[config.mk]
export PLATFORM = sky130hd
export DESIGN_NAME = light_tracker_servo_step_flat
export DESIGN_NICKNAME = d
export VERILOG_FILES = /design/src/rtl/lts_pkg.sv /design/src/rtl/lts_if.sv /design/src/rtl/light_tracker_servo_step.sv /design/src/rtl/lts_ctrl.sv /design/src/rtl/lts_dp.sv /design/src/flat_wrapper.sv
export SDC_FILE = /design/constraint.sdc
export NUM_CORES = 1
export LEC_CHECK = 0
export ABC_AREA = 1
export BUFFER_PORTS_ARGS = -buffer_cell sky130_fd_sc_hd__buf_2
export CORE_ASPECT_RATIO = 0.6
export CORE_MARGIN = 1.5
export CORE_UTILIZATION = 50
export CTS_BUF_LIST = sky130_fd_sc_hd__clkbuf_4 sky130_fd_sc_hd__clkbuf_8
export CTS_CLUSTER_DIAMETER = 150
export DETAILED_ROUTE_END_ITERATION = 8
export GPL_TIMING_DRIVEN = 1
export PLACE_DENSITY_LB_ADDON = 0.15
export SETUP_SLACK_MARGIN = 0.1
export SLEW_MARGIN = 30
export SYNTH_ARGS = -nofsm -noshare
export SYNTH_HDL_FRONTEND = slang
export SYNTH_HIERARCHICAL = 1
export SYNTH_SLANG_ARGS = --single-unit
[constraint.sdc]
create_clock -name clk -period 4.8 [get_ports clk]
set_input_delay 0.24 -clock clk [delete_from_list [all_inputs] [get_ports clk]]
set_output_delay 0.24 -clock clk [all_outputs]
set_load 0.005 [all_outputs]
[src/rtl/lts_pkg.sv]
// Shared types and constants for the light tracker servo step block.
// No dependencies; every other file imports this package.
package lts_pkg;

	localparam int SENSOR_COUNT = 4;
	localparam int SLOT_W       = 2;
	localparam int SAMPLE_W     = 8;
	localparam int CFG_W        = 8;
	localparam int DUTY_W       = 10;
	localparam int CNT_W        = 3;
	localparam int ADDR_W       = 4;
	localparam int DATA_W       = 32;

	localparam logic [DUTY_W-1:0] DUTY_BASE = 10'h106;

	localparam logic [CFG_W-1:0] GAIN_RST     = 8'd20;
	localparam logic [CFG_W-1:0] DEADBAND_RST = 8'd10;
	localparam logic [CFG_W-1:0] LIMIT_RST    = 8'd229;

	// register word indexes (paddr[3:2])
	localparam logic [1:0] REG_GAIN     = 2'd0;
	localparam logic [1:0] REG_DEADBAND = 2'd1;
	localparam logic [1:0] REG_LIMIT    = 2'd2;

	typedef enum logic [4:0] {
		ST_IDLE = 5'b00001,
		ST_CALC = 5'b00010,
		ST_DIV  = 5'b00100,
		ST_UPD  = 5'b01000,
		ST_LOAD = 5'b10000
	} state_t;

	typedef struct packed {
		logic accept;
		logic calc;
		logic div_step;
		logic update;
		logic load;
	} dp_cmd_t;

	typedef struct packed {
		logic last_slot;
		logic exceed;
		logic div_last;
		logic out_free;
	} dp_status_t;

	typedef struct packed {
		logic [CFG_W-1:0] gain;
		logic [CFG_W-1:0] deadband;
		logic [CFG_W-1:0] limit;
	} cfg_t;

endpackage

[src/rtl/lts_if.sv]
// Request channel interfaces: sensor sample in, servo result out.
// Depends on lts_pkg for field widths.
interface lts_sample_if;
	import lts_pkg::*;
	logic                valid;
	logic                ready;
	logic [SAMPLE_W-1:0] light_sample;
	modport source (output valid, output light_sample, input ready);
	modport sink   (input valid, input light_sample, output ready);
endinterface

interface lts_result_if;
	import lts_pkg::*;
	logic              valid;
	logic              ready;
	logic [DUTY_W-1:0] servo_duty;
	logic              moved;
	modport source (output valid, output servo_duty, output moved, input ready);
	modport sink   (input valid, input servo_duty, input moved, output ready);
endinterface

[src/rtl/light_tracker_servo_step.sv]
// Light tracker servo step: four light samples per frame, one servo result per frame.
// Samples are taken one per cycle while idle; a frame's result follows its fourth sample
// through average/compare, the divider, update and load into the output register; a
// difference inside the deadband skips the divider and update. A result held at the
// output stalls the next in load.
// Reset (arst_n, async low): slot 0, position 0, duty 0, registers to 20/10/229.
module light_tracker_servo_step (
	input  logic                             clk,
	input  logic                             arst_n,
	// configuration port
	input  logic                             psel,
	input  logic                             penable,
	input  logic                             pwrite,
	input  logic [lts_pkg::ADDR_W-1:0]       paddr,
	input  logic [lts_pkg::DATA_W-1:0]       pwdata,
	output logic [lts_pkg::DATA_W-1:0]       prdata,
	output logic                             pready,
	// request channels
	lts_sample_if.sink                       sample_ch,
	lts_result_if.source                     result_ch
);
	import lts_pkg::*;

	cfg_t       cfg_q;
	dp_cmd_t    cmd;
	dp_status_t status;
	state_t     state;
	logic       cfg_wr;
	logic [1:0] reg_idx;

	// Register file: byte address 4*i, writes land on the access phase.
	assign pready  = 1'b1;
	assign cfg_wr  = psel && penable && pwrite && pready;
	assign reg_idx = paddr[ADDR_W-1:2];

	always_ff @(posedge clk or negedge arst_n) begin
		if (!arst_n) begin
			cfg_q.gain     <= GAIN_RST;
			cfg_q.deadband <= DEADBAND_RST;
			cfg_q.limit    <= LIMIT_RST;
		end else if (cfg_wr) begin
			case (reg_idx)
				REG_GAIN:     cfg_q.gain     <= pwdata[CFG_W-1:0];
				REG_DEADBAND: cfg_q.deadband <= pwdata[CFG_W-1:0];
				REG_LIMIT:    cfg_q.limit    <= pwdata[CFG_W-1:0];
				default:      ;
			endcase
		end
	end

	always_comb begin
		case (reg_idx)
			REG_GAIN:     prdata = DATA_W'(cfg_q.gain);
			REG_DEADBAND: prdata = DATA_W'(cfg_q.deadband);
			REG_LIMIT:    prdata = DATA_W'(cfg_q.limit);
			default:      prdata = '0;
		endcase
	end

	// Sequencer: idle takes samples; the fourth opens calc -> div -> update -> load, or calc -> load inside the deadband.
	lts_ctrl u_ctrl (
		.clk      (clk),
		.arst_n   (arst_n),
		.in_valid (sample_ch.valid),
		.in_ready (sample_ch.ready),
		.status   (status),
		.cmd      (cmd),
		.state    (state)
	);

	// Datapath holds the slots, divider, position/duty and the output register,
	// so a finished result can wait while the next frame's samples come in.
	lts_dp u_dp (
		.clk          (clk),
		.arst_n       (arst_n),
		.cmd          (cmd),
		.cfg          (cfg_q),
		.light_sample (sample_ch.light_sample),
		.status       (status),
		.out_valid    (result_ch.valid),
		.out_ready    (result_ch.ready),
		.servo_duty   (result_ch.servo_duty),
		.moved        (result_ch.moved)
	);

	// Samples are only taken while the sequencer is idle.
	a_accept_idle: assert property (@(posedge clk) disable iff (!arst_n)
		(sample_ch.valid && sample_ch.ready) |-> (state == ST_IDLE))
		else $error("sample accepted outside idle");

	// A new result only follows a load step.
	a_valid_after_load: assert property (@(posedge clk) disable iff (!arst_n)
		$rose(result_ch.valid) |-> ($past(state) == ST_LOAD))
		else $error("result valid without load");

	// A moving frame always reports a duty built from the base plus an even offset.
	a_moved_duty: assert property (@(posedge clk) disable iff (!arst_n)
		(result_ch.valid && result_ch.moved) |->
		(!result_ch.servo_duty[0] && (result_ch.servo_duty >= DUTY_BASE)))
		else $error("moved result with malformed duty");

endmodule

[src/rtl/lts_ctrl.sv]
// Frame sequencer: one-hot FSM issuing datapath commands.
// Depends on lts_pkg (state_t, dp_cmd_t, dp_status_t).
module lts_ctrl (
	input  logic                clk,
	input  logic                arst_n,
	input  logic                in_valid,
	output logic                in_ready,
	input  lts_pkg::dp_status_t status,
	output lts_pkg::dp_cmd_t    cmd,
	output lts_pkg::state_t     state
);
	import lts_pkg::*;

	state_t state_q, state_n;

	always_ff @(posedge clk or negedge arst_n) begin
		if (!arst_n) begin
			state_q <= ST_IDLE;
		end else begin
			state_q <= state_n;
		end
	end

	assign in_ready = (state_q == ST_IDLE);

	always_comb begin
		cmd          = '0;
		cmd.accept   = in_valid && in_ready;
		cmd.calc     = (state_q == ST_CALC);
		cmd.div_step = (state_q == ST_DIV);
		cmd.update   = (state_q == ST_UPD);
		cmd.load     = (state_q == ST_LOAD) && status.out_free;
	end

	always_comb begin
		state_n = state_q;
		case (state_q)
			ST_IDLE: begin
				if (cmd.accept && status.last_slot) state_n = ST_CALC;
			end
			ST_CALC: begin
				state_n = status.exceed ? ST_DIV : ST_LOAD;
			end
			ST_DIV: begin
				if (status.div_last) state_n = ST_UPD;
			end
			ST_UPD: begin
				state_n = ST_LOAD;
			end
			ST_LOAD: begin
				if (status.out_free) state_n = ST_IDLE;
			end
			default: begin
				state_n = ST_IDLE;
			end
		endcase
	end

	assign state = state_q;

endmodule

[src/rtl/lts_dp.sv]
// Datapath: sample slots, pair averages, restoring divider, position and duty.
// Depends on lts_pkg.
module lts_dp (
	input  logic                             clk,
	input  logic                             arst_n,
	input  lts_pkg::dp_cmd_t                 cmd,
	input  lts_pkg::cfg_t                    cfg,
	input  logic [lts_pkg::SAMPLE_W-1:0]     light_sample,
	output lts_pkg::dp_status_t              status,
	output logic                             out_valid,
	input  logic                             out_ready,
	output logic [lts_pkg::DUTY_W-1:0]       servo_duty,
	output logic                             moved
);
	import lts_pkg::*;

	logic [SAMPLE_W-1:0] store_q [SENSOR_COUNT];
	logic [SLOT_W-1:0]   slot_q;

	logic [SAMPLE_W:0]   upper_sum, lower_sum;
	logic [SAMPLE_W-1:0] upper_c, lower_c, diff_c, divisor_c;
	logic                up_c, exceed_c;

	logic [SAMPLE_W-1:0] quot_q, rem_q;
	logic [CNT_W-1:0]    cnt_q;
	logic                up_q, moved_q;
	logic [SAMPLE_W:0]   shifted, divisor_x;
	logic                ge;

	logic [SAMPLE_W-1:0] pos_q, pos_n;
	logic [SAMPLE_W:0]   pos_sum;
	logic [DUTY_W-1:0]   duty_q;

	logic                out_valid_q, moved_out_q;
	logic [DUTY_W-1:0]   duty_out_q;

	// slot store: written on accept, no reset
	always_ff @(posedge clk) begin
		if (cmd.accept) store_q[slot_q] <= light_sample;
	end

	always_ff @(posedge clk or negedge arst_n) begin
		if (!arst_n) begin
			slot_q <= '0;
		end else if (cmd.accept) begin
			slot_q <= slot_q + SLOT_W'(1);
		end
	end

	// pair means and deadband check
	always_comb begin
		upper_sum = {1'b0, store_q[0]} + {1'b0, store_q[3]};
		lower_sum = {1'b0, store_q[1]} + {1'b0, store_q[2]};
		upper_c   = upper_sum[SAMPLE_W:1];
		lower_c   = lower_sum[SAMPLE_W:1];
		up_c      = upper_c < lower_c;
		diff_c    = up_c ? (lower_c - upper_c) : (upper_c - lower_c);
		exceed_c  = diff_c > cfg.deadband;
		divisor_c = (cfg.gain == '0) ? SAMPLE_W'(1) : cfg.gain;
	end

	// restoring divider, one quotient bit per cycle
	always_comb begin
		shifted   = {rem_q, quot_q[SAMPLE_W-1]};
		divisor_x = {1'b0, divisor_c};
		ge        = shifted >= divisor_x;
	end

	always_ff @(posedge clk) begin
		if (cmd.calc) begin
			quot_q  <= diff_c;
			rem_q   <= '0;
			cnt_q   <= '0;
			up_q    <= up_c;
			moved_q <= exceed_c;
		end else if (cmd.div_step) begin
			rem_q  <= ge ? SAMPLE_W'(shifted - divisor_x) : shifted[SAMPLE_W-1:0];
			quot_q <= {quot_q[SAMPLE_W-2:0], ge};
			cnt_q  <= cnt_q + CNT_W'(1);
		end
	end

	// position step, bounded both ways
	always_comb begin
		pos_sum = {1'b0, pos_q} + {1'b0, quot_q};
		pos_n   = pos_q;
		if (up_q) begin
			if (pos_sum < {1'b0, cfg.limit}) pos_n = pos_sum[SAMPLE_W-1:0];
		end else begin
			if (pos_q > quot_q) pos_n = pos_q - quot_q;
		end
	end

	always_ff @(posedge clk or negedge arst_n) begin
		if (!arst_n) begin
			pos_q  <= '0;
			duty_q <= '0;
		end else if (cmd.update) begin
			pos_q  <= pos_n;
			duty_q <= DUTY_BASE + {1'b0, pos_n, 1'b0};
		end
	end

	// output register
	always_ff @(posedge clk or negedge arst_n) begin
		if (!arst_n) begin
			out_valid_q <= 1'b0;
		end else if (cmd.load) begin
			out_valid_q <= 1'b1;
		end else if (out_ready) begin
			out_valid_q <= 1'b0;
		end
	end

	always_ff @(posedge clk) begin
		if (cmd.load) begin
			duty_out_q  <= duty_q;
			moved_out_q <= moved_q;
		end
	end

	always_comb begin
		status           = '0;
		status.last_slot = (slot_q == SLOT_W'(SENSOR_COUNT - 1));
		status.exceed    = exceed_c;
		status.div_last  = (cnt_q == CNT_W'(SAMPLE_W - 1));
		status.out_free  = !out_valid_q || out_ready;
	end

	assign out_valid  = out_valid_q;
	assign servo_duty = duty_out_q;
	assign moved      = moved_out_q;

endmodule

[src/flat_wrapper.sv]
// flat-port wrapper written by rule: the top's interface ports become plain ports
module light_tracker_servo_step_flat import lts_pkg::*;
  (clk, arst_n, psel, penable, pwrite, paddr, pwdata, prdata, pready, sample_ch_valid, sample_ch_light_sample, sample_ch_ready, result_ch_valid, result_ch_servo_duty, result_ch_moved, result_ch_ready);
  lts_sample_if sample_ch_i ();
  lts_result_if result_ch_i ();
  input  logic clk;
  input  logic arst_n;
  input  logic psel;
  input  logic penable;
  input  logic pwrite;
  input  logic [lts_pkg::ADDR_W-1:0] paddr;
  input  logic [lts_pkg::DATA_W-1:0] pwdata;
  output logic [lts_pkg::DATA_W-1:0] prdata;
  output logic pready;
  input wire logic [$bits(sample_ch_i.valid)-1:0] sample_ch_valid;
  input wire logic [$bits(sample_ch_i.light_sample)-1:0] sample_ch_light_sample;
  output wire logic [$bits(sample_ch_i.ready)-1:0] sample_ch_ready;
  output wire logic [$bits(result_ch_i.valid)-1:0] result_ch_valid;
  output wire logic [$bits(result_ch_i.servo_duty)-1:0] result_ch_servo_duty;
  output wire logic [$bits(result_ch_i.moved)-1:0] result_ch_moved;
  input wire logic [$bits(result_ch_i.ready)-1:0] result_ch_ready;
  assign sample_ch_i.valid = sample_ch_valid;
  assign sample_ch_i.light_sample = sample_ch_light_sample;
  assign sample_ch_ready = sample_ch_i.ready;
  assign result_ch_valid = result_ch_i.valid;
  assign result_ch_servo_duty = result_ch_i.servo_duty;
  assign result_ch_moved = result_ch_i.moved;
  assign result_ch_i.ready = result_ch_ready;
  light_tracker_servo_step u_core (.clk(clk), .arst_n(arst_n), .psel(psel), .penable(penable), .pwrite(pwrite), .paddr(paddr), .pwdata(pwdata), .prdata(prdata), .pready(pready), .sample_ch(sample_ch_i), .result_ch(result_ch_i));
endmodule
Yosys cells after proc, flatten, opt, wreduce, memory -nomap -nowiden
Memories as Yosys holds them, arrays and structs flattened.
Index checks and enable logic that the tools add are counted.
- register bits after elaboration: 82
- bits in writable memories: 32
- bits of input ports: 51
- logic and storage cells: 76
- memories kept: 1
- memories (name ; depth ; width ; rd ports ; clocked after Yosys merged registers in ; write ports ; line ; text):
    u_core.u_dp.store_q ; 4 ; 8 ; 4 ; 0 ; 1 ; lts_dp.sv:17 ; logic [SAMPLE_W-1:0] store_q [SENSOR_COUNT];
- $add $sub $neg: 10
- magnitude comparators: 5
- equality and inequality tests: 12
- muxes and demuxes: 18
- reductions and logical operators: 15
- operators with widths (cell ; number):
    2-to-1 mux 8 bit ; 8
    subtractor 8 bit ; 4
    adder 8 x 8 -> 9 bit ; 3
    one-hot mux 5 bit (5 select lines) ; 1
    one-hot mux 8 bit (3 select lines) ; 1
    2-to-1 mux 5 bit ; 4
    > comparator 8 bit ; 2
    adder 9 x 9 -> 10 bit (first input constant) ; 1
    >= comparator 9 x 8 -> 1 bit ; 1
    less-than comparator 9 x 8 -> 1 bit ; 1
    zero test 8 bit ; 1
    less-than comparator 8 bit ; 1
    AND reduction 2 bit ; 3
    equality test 5 x 1 -> 1 bit (second input constant) ; 1
    equality test 5 x 2 -> 1 bit (second input constant) ; 1
    equality test 5 x 3 -> 1 bit (second input constant) ; 1
    equality test 5 x 4 -> 1 bit (second input constant) ; 1
    equality test 5 bit (second input constant) ; 1
    logical AND 1 bit ; 5
    equality test 2 bit (second input constant) ; 2
    2-to-1 mux 1 bit ; 4
    != test 2 bit (second input constant) ; 2
    nonzero test 2 bit ; 2
    adder 3 x 1 -> 3 bit (second input constant) ; 1
    8 further kinds ; 8

Longest topological paths before layout
An unclocked memory read counts as a cell.
- depth after elaboration: 7
- gate-level depth with buffers: 30
- gate-level depth less buffers: 28

Cells and area by module
The synthesis kept the hierarchy.
- modules (own cells, without submodules) (module ; times used ; cells each ; area an instance (µm²) ; sequential area each (µm²)):
    lts_dp ; 1 ; 779 ; 6292.3 ; 2282.2
    light_tracker_servo_step ; 1 ; 173 ; 1318.8 ; 611.8
    lts_ctrl ; 1 ; 41 ; 305.3 ; 126.4

Worst setup path after synthesis
Ideal clock, no wire load.
- path type: register -> register
- start point: memory u_core.u_dp.store_q[2][2]
- end point: register u_core.u_ctrl.state_q[4], in the netlist u_core/u_ctrl/state[4]
- setup time: 0.132 ns
- arrival time: 4.099 ns
- data required time: 4.668 ns
- setup slack: 0.569 ns
- cell stages (with the launch flop): 26
- path buffers: 2
- clock period less this slack: 4.231 ns
- cells stage by stage: edfxtp_1 -> ha_1 -> nand2_1 -> o21ai_0 -> a21oi_1 -> o21bai_1 -> a21oi_1 -> o21ai_0 -> xor2_1 -> inv_1 -> ha_1 -> clkbuf_1 -> nand3_1 -> o21ai_2 -> mux2i_1 -> or2_0 -> nand2_1 -> inv_1 -> ha_1 -> nand2_1 -> o21ai_0 -> a21oi_1 -> nand3b_1 -> a31oi_1 -> buf_4 -> o211ai_1
- RTL lines (what ; line ; text):
    from (decl) ; lts_dp.sv:17 ;
    to (signal assigned) ; lts_ctrl.sv:20 ; state_q <= state_n;
    to (decl) ; lts_ctrl.sv:14 ; state_t state_q, state_n;

==> impl_results.md <==
- Final Cycle Share: 90.1%
- Outcome: complete, no violations
- DR iter-0 viols: 489
- R2r setup slk: approximately 0.47 ns
- Post-synthesis sequential area ratio: 38.2%
- Post-DP HPWL: 14700 µm
- CTS tree: done
- Post-synth top area cell: edfxtp_1
- Setup TNS: 0 ns
- Clock Skews: between 0.015 and 0.02 ns
- Yosys reg bits: 112
- Leak pwr: ~4.4 nW
- Core region area: 0.0154 mm²
- Drt pass-1 iters: 5
- CTS sink cnt: around 110
- Final min period: 4.33 ns
- Most frequent cells in the layout: 284 x nand2_1, 147 x inv_1, 72 x ha_1
- Filler instances: 1492
- Largest net degree at the start of global routing: 50
- Total I/O pin count: 97
- Area share of and/or/nand/nor cells after synthesis: between 20% and 30%
- Largest family of logic cells by synthesized area: simple AND/OR/NAND/NOR gates
- Non-filler cells in the finished layout: 1245
- WL final: 18800 µm
- Vias: 6274
- Required time of the worst setup path: 5.07 ns
- Final hold vios: 0
- Pint: between 2 and 3 mW
- Clk root buf: clkbuf_8
- Comb power frac: 60.9%
- Main synth FF type: edfxtp_1
- Vias/cell: just over 5
- Async SR Flop Fraction: 43.8%
- Reg2reg start: u_core/u_dp/store_q[0][0]
- Yosys top cell area share: 19.7%
- Max VDD drop: 0.249 mV
- Post-synthesis mux area share: 0.253%
- FF-to-FF End: u_core/u_ctrl/state[4]
- Synthesized area: 0.00792 mm²
- Final Wtd Congestion: 0.902
- Net Switching: around 2.5 mW
- Commonest non-fill, non-tap cell in the layout: nand2_1
- XOR/XNOR Fraction of Synth Area: 3.21%
- Distinct cells, synth: 49
- Post-synth EDFFs: between 50 and 60
- Share of layout cells above drive strength 1: between 10% and 20%
- Die ar.: 0.0166 mm²
- Top post-synthesis cells by area: edfxtp_1 20%, nand2_1 13%, dfrtp_1 12%
- Number of nets in the layout: 1170
- Crit Path Max Fanout: 5
- Clock latency on the worst-skew pair: 0.39 ns
- Max-slew headroom: 47.6%
- Final Setup Violations: 0
- Element type at the critical path end: flip-flop
- Max Cap Violations: 0
- Clock-pin slew on the worst setup and hold paths: 0.13 ns
- Antenna Nets Post-Route: 0
- Placed cells: 1227
- Area grow syn2layout: 7.78%
- Crit path launch: u_core/u_dp/store_q[0][0]
- Num rows: 35
- DRC: 0
- Die X-Extent: 165 µm
- Total global-route track usage: 23.9%
- N_diodes: 0
- Sw frac: 48.8%
- RSZ-0062 raised after global routing: no
- Compound-Gate Fraction of Synth Area: 7.79%
- Slew @ Worst Pin: 0.783 ns
- TritonCTS Buffers: 9
- Slew Viols, Final: 0
- Hold WC Path Type: input pin to flip-flop
- Antenna violations before repair: 0
- Crit path kind: flip-flop to flip-flop
- Clock power share: 12.3%
- Clock Path Buffers: 2
- Worst EP arrival: 4.59 ns
- Die height: 100 µm
- H-tree depth: 3
- Mean post-synth cell area: 7.97 µm²
- Mapped Cells: 993
- Reg power frac: 26.8%
- DR WL/cell: roughly 15 µm
- Port bufs: 44
- Fmax: 231 MHz
- Critical Path End: u_core/u_ctrl/state[4]
- First-pass GRT wire length: between 20000 and 30000 µm
- Pwr Density: 608 mW/mm²
- Crit start category: flip-flop
- Post-synthesis adder-cell area fraction: 13.6%
- Starting density of the core: 51.4%
- Grt total ovfl: 0
- Vias in the first global route: 5591
- YS warnings: 6
- Reg2Reg Depth: 25
[flip-flops by register name, indices dropped and copies added, names as in the netlist]
signal                  flops
u_core/u_dp/store_q        32
u_core/u_dp/servo_duty      9
u_core/u_dp/up_q            1
u_core/u_dp/moved_q         1
u_core/u_ctrl/state         5
u_core/u_dp/rem_q           8
u_core/u_dp/slot_q          2
u_core/u_dp/out_valid       1
u_core/u_dp/pos_q           8
u_core/u_dp/cnt_q           3
u_core/u_dp/quot_q          8
u_core/u_dp/duty_q          9
u_core/cfg_q               24
u_core/u_dp/moved           1
[metrics by stage]
step           hold WS, ns  util, %  power (mW)  setup WS (ns)  area (µm²)
2_1_floorplan      -0.0556        -        3.76          0.569        8000
3_3_place_gp         0.398     53.4        4.38          0.258        8230
3_5_place_dp         0.397     53.4        4.41          0.162        8230
4_1_cts             0.0353     54.9        5.07          0.140        8470
5_1_grt             0.0260     55.3        5.74         0.0660        8530
6_report            0.0527     55.3        5.19          0.475        8530
[logic make-up after synthesis]
kind of cell	Yosys count
compound gates	109
xor+xnor	29
fa+ha+maj	82
buf+inv	196
flops	112
mux	2
other cells	3
simple gates	460
[layer usage]
metal / wire length, µm / share of wire (%) / global-route usage, %
met1: 11000 / 59 / 41.8
met2: 6460 / 34 / 28.2
met3: 1250 / 6.7 / 5.22
met4: 65 / 0.35 / 4.46
met5: 0 / 0 / 0
[critical path, stage by stage, from the launching register on]
cell and delay, ns:
edfxtp_1 0.35, nand2_1 0.15, fa_1 0.46, o21ai_2 0.20, a21oi_1 0.09, nor2_1 0.11
nor2_1 0.07, nor2_1 0.09, nor2_1 0.05, o21bai_1 0.13, ha_1 0.31, inv_1 0.13
o21bai_1 0.10, a31oi_2 0.17, o21ai_2 0.09, mux2i_1 0.13, or2_0 0.22, nand2_1 0.13
inv_1 0.06, ha_1 0.29, nand2_1 0.07, o21ai_0 0.17, a21oi_1 0.08, nand3b_1 0.20
a31oi_4 0.22, o211ai_1 0.13
[worst min path at each step]
stage | start | endpoint | slack [ns] | cells after the start
after floorplan | arst_n | u_core/cfg_q[10] | -0.06 | 0
after detailed placement | arst_n | u_core/cfg_q[4] | 0.40 | 2
after global placement | arst_n | u_core/cfg_q[3] | 0.40 | 2
after global routing | sample_ch_light_sample[6] | u_core/u_dp/store_q[1][6] | 0.03 | 1
final | sample_ch_light_sample[0] | u_core/u_dp/store_q[2][0] | 0.05 | 1
after CTS | sample_ch_light_sample[0] | u_core/u_dp/store_q[1][0] | 0.04 | 1
[synth_stat cells, types with 11 or more instances]
library cell,count
nand2_2,15
dfrtp_1,39
inv_1,147
o21ai_0,39
dfxtp_1,11
a21oi_1,38
nand3_1,64
nor2_1,42
xor2_1,20
ha_1,75
nand2_1,284
buf_4,29
nand4_1,15
edfxtp_1,52
[power by group through the flow]
stage                     logic, mW  clock network [mW]  registers, mW
after floorplan                2.41                   0           1.36
after global placement         2.97                   0           1.41
after detailed placement       3.00                   0           1.41
after CTS                      3.02               0.660           1.39
after global routing           3.62               0.699           1.41
final                          3.16               0.639           1.39
[final cells by class]
| cell class | instances | area, µm² | area share (%) |
|---|---|---|---|
| clock buffer | 9 | 124 | 1.45 |
| clock inverter | 7 | 100 | 1.17 |
| inverter | 157 | 589 | 6.91 |
| multi-input combinational | 708 | 4180 | 49.0 |
| sequential | 112 | 3020 | 35.4 |
| tap | 203 | 254 | 2.98 |
| timing repair buffer | 49 | 260 | 3.05 |
[repair_timing]
action,in CTS,in global routing
endpoints found under the hold margin,39,0
setup buffers,0,1
setup endpoints to repair,0,3
gates resized for setup,0,15
hold buffers,1,0
Power figures use the tool's default switching activity.
